$ cat src/hw/rtl/sprblt_pkg.sv
// shared types and constants of the scaled sprite blit unit
// no dependencies
package sprblt_pkg;

	// default parameter values
	localparam int MAX_ZOOM_DEF       = 8;
	localparam int MAX_SPRITE_DIM_DEF = 256;
	localparam int SCREEN_DIM_DEF     = 4096;
	localparam int QUEUE_DEPTH        = 4;

	// field widths
	localparam int COLOR_W  = 32;
	localparam int PIX_W    = 12;
	localparam int ORIGIN_W = 13;
	localparam int ZOOM_W   = 4;
	localparam int SCREEN_W = 13;
	localparam int SPRITE_W = 9;
	localparam int CFG_W    = 13;
	localparam int IDX_W    = 3;

	// internal widths: signed screen coordinates, sprite position compares,
	// in-square offsets (zoom never above 8)
	localparam int COORD_W = 16;
	localparam int POS_W   = 12;
	localparam int SPAN_W  = 3;

	// alpha byte position and mask
	localparam int          ALPHA_SHIFT = 24;
	localparam logic [7:0]  ALPHA_MASK  = 8'hFF;

	// register reset values
	localparam logic signed [ORIGIN_W-1:0] ORIGIN_RST = '0;
	localparam logic [ZOOM_W-1:0]          ZOOM_RST   = 4'd1;
	localparam logic [SCREEN_W-1:0]        SCR_W_RST  = 13'd640;
	localparam logic [SCREEN_W-1:0]        SCR_H_RST  = 13'd480;
	localparam logic [SPRITE_W-1:0]        SPR_W_RST  = 9'd64;
	localparam logic [SPRITE_W-1:0]        SPR_H_RST  = 9'd64;

	typedef enum logic [IDX_W-1:0] {
		REG_ORIGIN_X      = 3'd0,
		REG_ORIGIN_Y      = 3'd1,
		REG_ZOOM          = 3'd2,
		REG_SCREEN_WIDTH  = 3'd3,
		REG_SCREEN_HEIGHT = 3'd4,
		REG_SPRITE_WIDTH  = 3'd5,
		REG_SPRITE_HEIGHT = 3'd6
	} reg_idx_t;

	typedef struct packed {
		logic signed [ORIGIN_W-1:0] origin_x;
		logic signed [ORIGIN_W-1:0] origin_y;
		logic [ZOOM_W-1:0]          zoom;
		logic [SCREEN_W-1:0]        screen_width;
		logic [SCREEN_W-1:0]        screen_height;
		logic [SPRITE_W-1:0]        sprite_width;
		logic [SPRITE_W-1:0]        sprite_height;
	} cfg_t;

	// one visible rectangle of writes, queued from front to back
	typedef struct packed {
		logic [COLOR_W-1:0] color;
		logic [PIX_W-1:0]   start_x;
		logic [PIX_W-1:0]   start_y;
		logic [SPAN_W-1:0]  span_x;
		logic [SPAN_W-1:0]  span_y;
	} entry_t;

endpackage

$ cat src/hw/rtl/sprblt_front.sv
// front end: accepts texels, tracks sprite position, clips the square
// depends on sprblt_pkg
module sprblt_front #(
	parameter int MAX_ZOOM       = sprblt_pkg::MAX_ZOOM_DEF,
	parameter int MAX_SPRITE_DIM = sprblt_pkg::MAX_SPRITE_DIM_DEF,
	parameter int SCREEN_DIM     = sprblt_pkg::SCREEN_DIM_DEF
) (
	input  logic                                clk,
	input  logic                                arst_n,
	input  sprblt_pkg::cfg_t                    cfg,
	input  logic                                in_valid,
	output logic                                in_stall,
	input  logic [sprblt_pkg::COLOR_W-1:0]      texel_color,
	output logic                                push,
	output sprblt_pkg::entry_t                  push_data,
	input  logic                                full
);
	import sprblt_pkg::*;

	localparam int COL_W = (MAX_SPRITE_DIM > 1) ? $clog2(MAX_SPRITE_DIM) : 1;

	typedef struct packed {
		logic              ok;
		logic [PIX_W-1:0]  start;
		logic [SPAN_W-1:0] span;
	} range_t;

	logic [COL_W-1:0]          col_q, row_q;
	logic [ZOOM_W-1:0]         z;
	logic [POS_W-1:0]          sw, sh;
	logic                      take;
	logic [COORD_W-1:0]        prod_x, prod_y;
	logic signed [COORD_W-1:0] base_x, base_y;
	logic signed [COORD_W-1:0] clip_w, clip_h, zm1;

	logic                      valid_s1, opaque_s1;
	logic [COLOR_W-1:0]        color_s1;
	logic signed [COORD_W-1:0] base_x_s1, base_y_s1;

	range_t rx, ry;
	logic   need_push, blocked;

	// visible offsets [lo, hi] of one axis in [0, zoom-1], pixels in [0, clip)
	function automatic range_t axis_range(input logic signed [COORD_W-1:0] base,
			input logic signed [COORD_W-1:0] clip, input logic signed [COORD_W-1:0] zmax);
		logic signed [COORD_W-1:0] lo, hi, lim;
		range_t r;
		lo = (base < 0) ? -base : '0;
		lim = clip - COORD_W'(1) - base;
		hi = (lim < zmax) ? lim : zmax;
		r.ok = (lo <= hi);
		r.start = PIX_W'(base + lo);
		r.span = SPAN_W'(hi - lo);
		return r;
	endfunction

	always_comb begin
		z = cfg.zoom;
		if (cfg.zoom == '0) begin
			z = ZOOM_W'(1);
		end else if (cfg.zoom > ZOOM_W'(MAX_ZOOM)) begin
			z = ZOOM_W'(MAX_ZOOM);
		end
		sw = POS_W'(cfg.sprite_width);
		if (sw == '0) begin
			sw = POS_W'(1);
		end else if (sw > POS_W'(MAX_SPRITE_DIM)) begin
			sw = POS_W'(MAX_SPRITE_DIM);
		end
		sh = POS_W'(cfg.sprite_height);
		if (sh == '0) begin
			sh = POS_W'(1);
		end else if (sh > POS_W'(MAX_SPRITE_DIM)) begin
			sh = POS_W'(MAX_SPRITE_DIM);
		end
	end

	assign prod_x = COORD_W'(col_q) * COORD_W'(z);
	assign prod_y = COORD_W'(row_q) * COORD_W'(z);
	assign base_x = COORD_W'(cfg.origin_x) + $signed(prod_x);
	assign base_y = COORD_W'(cfg.origin_y) + $signed(prod_y);

	assign clip_w = (COORD_W'(cfg.screen_width) < COORD_W'(SCREEN_DIM))
		? $signed(COORD_W'(cfg.screen_width)) : $signed(COORD_W'(SCREEN_DIM));
	assign clip_h = (COORD_W'(cfg.screen_height) < COORD_W'(SCREEN_DIM))
		? $signed(COORD_W'(cfg.screen_height)) : $signed(COORD_W'(SCREEN_DIM));
	assign zm1 = $signed(COORD_W'(z)) - COORD_W'(1);

	assign rx = axis_range(base_x_s1, clip_w, zm1);
	assign ry = axis_range(base_y_s1, clip_h, zm1);

	assign need_push = valid_s1 && opaque_s1 && rx.ok && ry.ok;
	assign blocked   = need_push && full;
	assign in_stall  = blocked;
	assign take      = in_valid && !blocked;
	assign push      = need_push && !full;

	always_comb begin
		push_data.color   = color_s1;
		push_data.start_x = rx.start;
		push_data.start_y = ry.start;
		push_data.span_x  = rx.span;
		push_data.span_y  = ry.span;
	end

	always_ff @(posedge clk or negedge arst_n) begin
		if (!arst_n) begin
			col_q <= '0;
			row_q <= '0;
			valid_s1 <= 1'b0;
		end else begin
			if (!blocked) begin
				valid_s1 <= take;
			end
			if (take) begin
				if (POS_W'(col_q) + POS_W'(1) >= sw) begin
					col_q <= '0;
					if (POS_W'(row_q) + POS_W'(1) >= sh) begin
						row_q <= '0;
					end else begin
						row_q <= row_q + COL_W'(1);
					end
				end else begin
					col_q <= col_q + COL_W'(1);
				end
			end
		end
	end

	always_ff @(posedge clk) begin
		if (take) begin
			color_s1  <= texel_color;
			opaque_s1 <= ((texel_color >> ALPHA_SHIFT) & COLOR_W'(ALPHA_MASK)) == '0;
			base_x_s1 <= base_x;
			base_y_s1 <= base_y;
		end
	end

endmodule

$ cat src/hw/rtl/sprblt_fifo.sv
// small register queue between front and back
// depends on nothing; width and depth are parameters
module sprblt_fifo #(
	parameter int WIDTH = 8,
	parameter int DEPTH = 4
) (
	input  logic             clk,
	input  logic             arst_n,
	input  logic             push,
	input  logic [WIDTH-1:0] wr_data,
	input  logic             pop,
	output logic [WIDTH-1:0] rd_data,
	output logic             full,
	output logic             empty
);
	localparam int AW = (DEPTH > 1) ? $clog2(DEPTH) : 1;
	localparam int CW = $clog2(DEPTH + 1);

	logic [WIDTH-1:0] mem_q [DEPTH];
	logic [AW-1:0]    wr_ptr_q, rd_ptr_q;
	logic [CW-1:0]    count_q;

	assign full    = (count_q == CW'(DEPTH));
	assign empty   = (count_q == '0);
	assign rd_data = mem_q[rd_ptr_q];

	always_ff @(posedge clk or negedge arst_n) begin
		if (!arst_n) begin
			wr_ptr_q <= '0;
			rd_ptr_q <= '0;
			count_q  <= '0;
		end else begin
			if (push) begin
				wr_ptr_q <= (wr_ptr_q == AW'(DEPTH - 1)) ? '0 : wr_ptr_q + AW'(1);
			end
			if (pop) begin
				rd_ptr_q <= (rd_ptr_q == AW'(DEPTH - 1)) ? '0 : rd_ptr_q + AW'(1);
			end
			if (push && !pop) begin
				count_q <= count_q + CW'(1);
			end else if (pop && !push) begin
				count_q <= count_q - CW'(1);
			end
		end
	end

	always_ff @(posedge clk) begin
		if (push) begin
			mem_q[wr_ptr_q] <= wr_data;
		end
	end

endmodule

$ cat src/hw/rtl/sprblt_back.sv
// back end: walks each queued rectangle and drives the output register
// depends on sprblt_pkg
module sprblt_back (
	input  logic                           clk,
	input  logic                           arst_n,
	input  sprblt_pkg::entry_t             rd_data,
	input  logic                           empty,
	output logic                           pop,
	output logic                           out_valid,
	input  logic                           out_stall,
	output logic [sprblt_pkg::PIX_W-1:0]   pixel_x,
	output logic [sprblt_pkg::PIX_W-1:0]   pixel_y,
	output logic [sprblt_pkg::COLOR_W-1:0] pixel_color,
	output logic                           run_last
);
	import sprblt_pkg::*;

	entry_t            cur_q;
	logic              busy_q;
	logic [SPAN_W-1:0] cx_q, cy_q;
	logic              out_valid_q;
	logic              emit, last;

	assign emit = busy_q && (!out_valid_q || !out_stall);
	assign last = (cx_q == cur_q.span_x) && (cy_q == cur_q.span_y);
	assign pop  = !empty && (!busy_q || (emit && last));

	assign out_valid = out_valid_q;

	always_ff @(posedge clk or negedge arst_n) begin
		if (!arst_n) begin
			busy_q <= 1'b0;
			out_valid_q <= 1'b0;
			cx_q <= '0;
			cy_q <= '0;
		end else begin
			if (emit) begin
				out_valid_q <= 1'b1;
			end else if (!out_stall) begin
				out_valid_q <= 1'b0;
			end
			if (pop) begin
				busy_q <= 1'b1;
				cx_q <= '0;
				cy_q <= '0;
			end else if (emit) begin
				if (last) begin
					busy_q <= 1'b0;
				end else if (cx_q == cur_q.span_x) begin
					cx_q <= '0;
					cy_q <= cy_q + SPAN_W'(1);
				end else begin
					cx_q <= cx_q + SPAN_W'(1);
				end
			end
		end
	end

	always_ff @(posedge clk) begin
		if (pop) begin
			cur_q <= rd_data;
		end
		if (emit) begin
			pixel_x     <= cur_q.start_x + PIX_W'(cx_q);
			pixel_y     <= cur_q.start_y + PIX_W'(cy_q);
			pixel_color <= cur_q.color;
			run_last    <= last;
		end
	end

endmodule

$ cat src/hw/rtl/scaled_sprite_blit_unit.sv
// top level of the scaled sprite blit unit: config registers, front, queue, back
// depends on sprblt_pkg, sprblt_front, sprblt_fifo, sprblt_back
//
//  channel  | handshake            | word
//  ---------+----------------------+-------------------------------------------
//  input    | in_valid / in_stall  | texel_color
//  output   | out_valid / out_stall| pixel_x, pixel_y, pixel_color, run_last
//  config   | cfg_write_en         | cfg_index, cfg_data
//
// the front registers each accepted texel; the back issues one write per cycle
// while out_stall is low, so the single write port of the back sets the pace
// of visible texels; an unclipped opaque texel makes zoom*zoom writes
// a texel's writes pass the front stage, queue, rectangle and output registers
// a four-entry queue lets the front keep taking texels while the output stalls
// reset clears position, queue and valid flags; registers return to defaults
module scaled_sprite_blit_unit #(
	parameter int MAX_ZOOM       = sprblt_pkg::MAX_ZOOM_DEF,
	parameter int MAX_SPRITE_DIM = sprblt_pkg::MAX_SPRITE_DIM_DEF,
	parameter int SCREEN_DIM     = sprblt_pkg::SCREEN_DIM_DEF
) (
	input  logic                           clk,
	input  logic                           arst_n,
	input  logic                           cfg_write_en,
	input  logic [sprblt_pkg::IDX_W-1:0]   cfg_index,
	input  logic [sprblt_pkg::CFG_W-1:0]   cfg_data,
	input  logic                           in_valid,
	output logic                           in_stall,
	input  logic [sprblt_pkg::COLOR_W-1:0] texel_color,
	output logic                           out_valid,
	input  logic                           out_stall,
	output logic [sprblt_pkg::PIX_W-1:0]   pixel_x,
	output logic [sprblt_pkg::PIX_W-1:0]   pixel_y,
	output logic [sprblt_pkg::COLOR_W-1:0] pixel_color,
	output logic                           run_last
);
	import sprblt_pkg::*;

	cfg_t   cfg_q;
	logic   push, pop, full, empty;
	entry_t push_data, rd_data;
	logic [$bits(entry_t)-1:0] rd_bits;

	// register file; unknown indexes are ignored
	always_ff @(posedge clk or negedge arst_n) begin
		if (!arst_n) begin
			cfg_q.origin_x      <= ORIGIN_RST;
			cfg_q.origin_y      <= ORIGIN_RST;
			cfg_q.zoom          <= ZOOM_RST;
			cfg_q.screen_width  <= SCR_W_RST;
			cfg_q.screen_height <= SCR_H_RST;
			cfg_q.sprite_width  <= SPR_W_RST;
			cfg_q.sprite_height <= SPR_H_RST;
		end else if (cfg_write_en) begin
			unique case (cfg_index)
				REG_ORIGIN_X:      cfg_q.origin_x      <= $signed(cfg_data[ORIGIN_W-1:0]);
				REG_ORIGIN_Y:      cfg_q.origin_y      <= $signed(cfg_data[ORIGIN_W-1:0]);
				REG_ZOOM:          cfg_q.zoom          <= cfg_data[ZOOM_W-1:0];
				REG_SCREEN_WIDTH:  cfg_q.screen_width  <= cfg_data[SCREEN_W-1:0];
				REG_SCREEN_HEIGHT: cfg_q.screen_height <= cfg_data[SCREEN_W-1:0];
				REG_SPRITE_WIDTH:  cfg_q.sprite_width  <= cfg_data[SPRITE_W-1:0];
				REG_SPRITE_HEIGHT: cfg_q.sprite_height <= cfg_data[SPRITE_W-1:0];
				default: ;
			endcase
		end
	end

	// front: position tracking, alpha test and clipping of the square
	sprblt_front #(
		.MAX_ZOOM      (MAX_ZOOM),
		.MAX_SPRITE_DIM(MAX_SPRITE_DIM),
		.SCREEN_DIM    (SCREEN_DIM)
	) u_front (
		.clk        (clk),
		.arst_n     (arst_n),
		.cfg        (cfg_q),
		.in_valid   (in_valid),
		.in_stall   (in_stall),
		.texel_color(texel_color),
		.push       (push),
		.push_data  (push_data),
		.full       (full)
	);

	// visible rectangles waiting for the back
	sprblt_fifo #(
		.WIDTH($bits(entry_t)),
		.DEPTH(QUEUE_DEPTH)
	) u_queue (
		.clk    (clk),
		.arst_n (arst_n),
		.push   (push),
		.wr_data(push_data),
		.pop    (pop),
		.rd_data(rd_bits),
		.full   (full),
		.empty  (empty)
	);

	assign rd_data = entry_t'(rd_bits);

	// back: one screen write per cycle into the output register while not stalled
	sprblt_back u_back (
		.clk        (clk),
		.arst_n     (arst_n),
		.rd_data    (rd_data),
		.empty      (empty),
		.pop        (pop),
		.out_valid  (out_valid),
		.out_stall  (out_stall),
		.pixel_x    (pixel_x),
		.pixel_y    (pixel_y),
		.pixel_color(pixel_color),
		.run_last   (run_last)
	);

endmodule

$ cat config.mk
export PLATFORM = sky130hd
export DESIGN_NAME = scaled_sprite_blit_unit
export DESIGN_NICKNAME = d
export VERILOG_FILES = /design/src/hw/rtl/sprblt_pkg.sv /design/src/hw/rtl/sprblt_front.sv /design/src/hw/rtl/sprblt_fifo.sv /design/src/hw/rtl/sprblt_back.sv /design/src/hw/rtl/scaled_sprite_blit_unit.sv
export SDC_FILE = /design/constraint.sdc
export NUM_CORES = 1
export LEC_CHECK = 0
export BUFFER_PORTS_ARGS = -buffer_cell sky130_fd_sc_hd__clkbuf_2
export CAP_MARGIN = 5
export CORE_MARGIN = 5
export CORE_UTILIZATION = 56
export DETAILED_ROUTE_END_ITERATION = 6
export HOLD_SLACK_MARGIN = 0.06
export PLACE_DENSITY = 0.8
export SLEW_MARGIN = 10
export SYNTH_ARGS = -nofsm -noshare
export SYNTH_HDL_FRONTEND = slang
export SYNTH_HIERARCHICAL = 1
export SYNTH_SLANG_ARGS = --single-unit
export TNS_END_PERCENT = 50
$ cat constraint.sdc
create_clock -name clk -period 8.7 [get_ports clk]
set_clock_uncertainty 0.1 [all_clocks]
set_input_delay 0.435 -clock clk [delete_from_list [all_inputs] [get_ports clk]]
set_output_delay 0.435 -clock clk [all_outputs]
set_load 0.02 [all_outputs]
# Yosys cells after proc, flatten, opt, wreduce, memory -nomap -nowiden
# Memories as Yosys holds them, arrays and structs flattened. A register that Yosys moved wholly into a read port is not among the register bits.
# Cells that the tools add are included.
# op_classes
addsub	25
n_mul	2
div	0
order_cmp	13
eq_ne	13
shift	0
n_mux	33
bitwise	0
n_reduce_logical	43
# ops
op	n
$mux 16	4
$le 16x16->1	2
$logic_not 32->1	1
$lt 16x16->1	2
$neg 16->16	2
$sub 16x14->16	2
$sub 16x2->16 const B	2
$mux 3	10
$add 13x13->14	2
$lt 14x1->1 const B	2
$lt 13x13->1 const B	2
$mux 13	2
$add 12x12->12	2
$add 12x3->12	2
$ge 12x12->1	2
$mul 8x4->12	2
$mux 12	2
$reduce_and 2->1	10
$add 8x1->9 const B	2
$gt 9x9->1 const B	2
$logic_not 9->1	2
$mux 9	2
$add 8x1->8 const B	2
$mux 8	2
23 further kinds	64
# word_totals
regBits	224
latchBits	0
ram_bits	248
romBits	0
in_bits	53
output_inout_bits	59
wordCells	155
n_memories	1
# memory_table
name	words	word_bits	rd	rd_ports_with_merged_regs	write_ports	line_no	source
u_queue.mem_q	4	62	1	1	1	sprblt_fifo.sv:19	logic [WIDTH-1:0] mem_q [DEPTH];

# Depth between registers and ports, before layout
# depth
word_depth	14
mapped_depth	38
ltp_nobuf	36

# Cells and area by module
# Netlist, hierarchy kept.
# by_module_without_submodules
module	n_inst	cells_each	area_each_um2	seq_area_each_um2
sprblt_front	1	1237	10354.9	2257.2
sprblt_fifo	1	361	9434.0	7622.3
sprblt_back	1	237	4589.4	3773.6
scaled_sprite_blit_unit	1	160	2829.0	1863.0

# Worst setup path before layout
# No wires, ideal clock.
# synth_timing
kind	reg-to-reg
from	reg cfg_q[30] (netlist bit)
to	mem u_queue/mem_q[0][0] (netlist bit) (enable)
setup_ns	0.426
arrival_time_ns	8.040
t_required_ns	8.174
setup_slack_ns	0.133
stages_incl_launch_ff	29
path_buffers	2
synth_period_minus_slack_ns	8.567
cell_sequence	dfrtp_1 inv_1 clkbuf_1 nand2_1 ha_1 o21ai_0 xnor2_1 ha_1 a2111oi_0 a211oi_1 nor4_1 o21ai_0 nor2b_1 ha_1 or4b_2 a21oi_1 o21ai_0 a22oi_2 clkbuf_1 nand2_1 ha_1 nand4_1 or3_1 a21o_1 and4b_4 nor3_1 nand3_1 nor2_1 and2_1
# synth_between
elab_chain_len	11
# synth_rtl
item	line_no	source
start: declaration	scaled_sprite_blit_unit.sv:38	cfg_t cfg_q;
$lt 13x13->1	sprblt_front.sv:85	assign clip_h = (COORD_W'(cfg.screen_height) < COORD_W'(SCREEN_DIM))
$mux 13 (*)	sprblt_front.sv:86	? $signed(COORD_W'(cfg.screen_height)) : $signed(COORD_W'(SCREEN_DIM));
$sub 16x2->16 (*)	sprblt_front.sv:49	lim = clip - COORD_W'(1) - base;
$sub 16x14->16 (*)	sprblt_front.sv:49	
$lt 16x16->1	sprblt_front.sv:50	hi = (lim < zmax) ? lim : zmax;
$mux 16 (*)	sprblt_front.sv:50	
$le 16x16->1 (*)	sprblt_front.sv:51	r.ok = (lo <= hi);
$logic_and 1x1->1 (*)	sprblt_front.sv:92	assign need_push = valid_s1 && opaque_s1 && rx.ok && ry.ok;
$logic_and 1x1->1 (*)	sprblt_front.sv:96	assign push = need_push && !full;
via push	scaled_sprite_blit_unit.sv:39	logic push, pop, full, empty;
$mux 1 (*)	sprblt_fifo.sv:48	if (push) begin
$mux 1 (not written as such) (*)	sprblt_fifo.sv:49	mem_q[wr_ptr_q] <= wr_data;
end: declaration	sprblt_fifo.sv:19	
# Mark *: on every way through the listed nets, which the timed path passes. The rest lies on a longest branch.

# Final worst setup path
# layout_timing
from	reg cfg_q[30] (netlist bit)
to	reg u_queue.count_q[2]
# layout_between
elab_chain_len	12
elab_cells_between_ends	14
classes_between	2 x add/sub; 3 x order compare; 3 x mux; 6 x reduce/logical
# layout_rtl
item	line_no	source
$lt 13x13->1	sprblt_front.sv:85	
$mux 13 (*)	sprblt_front.sv:86	
$sub 16x2->16 (*)	sprblt_front.sv:49	
$sub 16x14->16 (*)	sprblt_front.sv:49	
$lt 16x16->1	sprblt_front.sv:50	
$mux 16 (*)	sprblt_front.sv:50	
$le 16x16->1 (*)	sprblt_front.sv:51	
$logic_and 1x1->1 (*)	sprblt_front.sv:92	
$logic_and 1x1->1 (*)	sprblt_front.sv:96	
via push	scaled_sprite_blit_unit.sv:39	
$logic_not 1->1	sprblt_fifo.sv:41	end else if (pop && !push) begin
$logic_and 1x1->1	sprblt_fifo.sv:41	
$reduce_bool 2->1 (no source line)	--	
end signal: assignment	sprblt_fifo.sv:40	count_q <= count_q + CW'(1);
end signal: assignment	sprblt_fifo.sv:42	count_q <= count_q - CW'(1);
end: declaration	sprblt_fifo.sv:21	logic [CW-1:0] count_q;
# Marks and branches as above.
# A chain may end at the register's enable or synchronous reset.

==> results_dict.tcl <==
set metrics [dict create \
    status "complete, no violations" \
    powerDensity_nw_per_um2 318 \
    hold_violations 0 \
    start_util_pct 56.7 \
    crit_start "cfg_q[30]" \
    grt_overflow 0 \
    syn_inst 1995 \
    ir_drop_uv 199 \
    post-synth-top-count-cell "edfxtp_1" \
    syn_avg_cell_area_sq_um 13.6 \
    drt-total-wl_um 56900 \
    min_period_over_period_pct 91.6 \
    cts_buffers 52 \
    grt_util_all_layers_pct 21.4 \
    synth-edff-count 428 \
    slowest_delay_ps 620 \
    core_sq_um 47900 \
    drv_cap 0 \
    yosysWarningCount 6 \
    cts_max_level 2 \
    root_buffer "clkbuf_16" \
    worstSkewPairLatency_ps 620 \
    ff2ff_setup_slack_ps 730 \
    setup_viol 0 \
    yosys.area.top_type "edfxtp_1" \
    area_growth_pct 12.8 \
    vias 16500 \
    worstReg2RegStart "cfg_q[30]" \
    p_leak_uw 0.0123 \
    dpl.hpwl_um 37600 \
    ys_seq_elements 534 \
    dieArea_sq_um 53100 \
    grt_max_degree 66 \
    port_buffers 111 \
    gp_congestion 0.855 \
    dp.cells 2715 \
    start_kind "register" \
    tightestPinTransition_ps 973 \
    yosys-top-cells-area "edfxtp_1, dfrtp_1, ha_1, mux4_2, xnor2_1" \
    rows 80 \
    slew_headroom_pct 34.8 \
    cpMaxStageDelayCell "or4b_2" \
    wl_per_cell_um 20.0 \
    worstSetupEndpointType "register" \
    yosysUniqueCellTypes 89 \
    detail_route.iter0.violations 1140 \
    vias_per_cell 5.80 \
    cp_common_cell "ha_1" \
    die_y_um 230 \
    required_ps 9090 \
    hold_class "input pin to register" \
    die_x_um 230 \
    fmax_mhz 125 \
    synth_top_area_share_pct 47.2 \
    rsz0062_at_grt "no" \
    timing.hold.ws_ps 112 \
    antenna_found_initial 1 \
    reg2reg_depth 34 \
    cts_tree "built" \
    fin_cells 2847 \
    drtAntennaViolNets 0 \
    r2r-end "u_queue/count_q[2]" \
    drive_above_1_share_pct 16.6 \
    path_class "register to register" \
    clock_sinks 534 \
    slew_viol_final 0 \
    period_needed_ps 7970 \
    endpoint "u_queue/count_q[2]" \
    path_clk_slew_ps 70 \
    critical_path.max_fanout 15 \
    drc 0 \
    ys_top_cells_by_count "edfxtp_1, ha_1, nand2_1" \
    io_pins 112 \
    synthArstFlopShare_pct 19.9 \
    final_core_util_pct 64.0 \
    grt_pass1_vias 17100 \
    ys_seq_area_share_pct 57.0 \
    grt_pass1_wl_um 91500 \
    fin_nets 2460 \
    first_pass_iters 5 \
    clk_path_buf_depth 3 \
    synth_ff_type "edfxtp_1" \
    cp.arrival_ps 8360 \
    final.setup.tns_ps 0 \
    synth_area_sq_um 27200 \
]
## where the power goes
part / internal (uW) / switching, uW / leakage, uW / total, uW
logic: 1620 / 2110 / 0.00619 / 3730
clock network: 1430 / 992 / 0.000913 / 2420
registers: 3280 / 345 / 0.00523 / 3620
## cell families after synthesis
group           Yosys count  share of synthesized area, %
mux                     148                          8.71
buf+inv                 171                          2.86
flops                   534                          57.0
xor+xnor                128                          4.12
compound gates          302                          7.34
other cells               2                        0.0276
simple gates            490                          8.88
fa+ha+maj               220                          11.0
## cell type report
class | instances | area [sq um]
repair buffers | 165 | 1060
fillers | 3304 | 17200
clock buffers | 63 | 1400
inverters | 118 | 443
multi-input cells | 1316 | 11000
diodes | 1 | 2.50
well taps | 615 | 769
clock inverters | 35 | 475
flip-flops and latches | 534 | 15500
## stage by stage
| step | total power, uW | setup slack, ps | cell area (sq um) |
|---|---|---|---|
| after global placement | 7140 | 999 | 28500 |
| final | 9780 | 731 | 30700 |
| after detailed placement | 7330 | 776 | 28500 |
| after global routing | 10400 | 63.2 | 30700 |
| after CTS | 9790 | 685 | 30700 |
| after floorplan | 6430 | 133 | 27300 |
## how the worst min path moves through the flow
stage                                  end  slack, ps             start  depth (start not counted)
global route                     cfg_q[49]        100       cfg_data[1]                          2
CTS                              cfg_q[49]         80       cfg_data[1]                          2
detailed placement  u_back/pixel_color[13]        300  u_back/cur_q[43]                          0
floorplan                         cfg_q[0]         40            arst_n                          0
global placement    u_back/pixel_color[25]        300  u_back/cur_q[55]                          0
finish                    u_back/out_valid        110         out_stall                          3
## flip-flops by register name (all words and copies together) (netlist names)
signal / flops
cfg_q: 74
u_back/busy_q: 1
u_back/cur_q: 62
u_back/cx_q: 3
u_back/cy_q: 3
u_back/out_valid: 1
u_back/pixel_color: 32
u_back/pixel_x: 12
u_back/pixel_y: 12
u_back/run_last: 1
u_front/base_x_s1: 14
u_front/base_y_s1: 14
u_front/col_q: 8
u_front/color_s1: 32
u_front/opaque_s1: 1
u_front/row_q: 8
u_front/valid_s1: 1
u_queue/count_q: 3
u_queue/mem_q: 248
u_queue/rd_ptr_q: 2
u_queue/wr_ptr_q: 2
## worst max-delay path, delay by kind of cell, from the launching register on
family,cells,cell delay (ps)
buffers and inverters,3,530
xor gates and xnor gates,3,490
AOI/OAI and AO/OA,10,1760
and+or+nand+nor,12,2810
adders and majority gates,6,1750
DFF,1,460
## per-layer routing
| metal | up-vias | global-route usage (%) | part of all wire (%) |
|---|---|---|---|
| met1 | 8197 | 27.8 | 41 |
| met5 | - | 0 | 0 |
| li1 | 7778 | - | - |
| met4 | 0 | 5.14 | 2.1 |
| met2 | 449 | 38.3 | 52 |
| met3 | 75 | 3.32 | 5.0 |
## cell usage in the layout, fill, tap and decap left out, types with 37 or more instances in the layout
master       n
edfxtp_1   428
ha_1       187
nand2_1    168
inv_1      115
clkbuf_2   110
nor2_1      97
dfrtp_1     95
xnor2_1     95
a21oi_1     73
o21ai_0     69
mux4_2      58
clkbuf_16   52
mux2_2      49
a21o_1      37
## repair_timing
action                     4_1_cts  5_1_grt
setup endpoints to repair        0        1
setup buffers                    0        0
hold buffers                    33        0
resized for setup                0        1
hold endpoints to repair        72        0
Power figures use the tool's default switching activity.
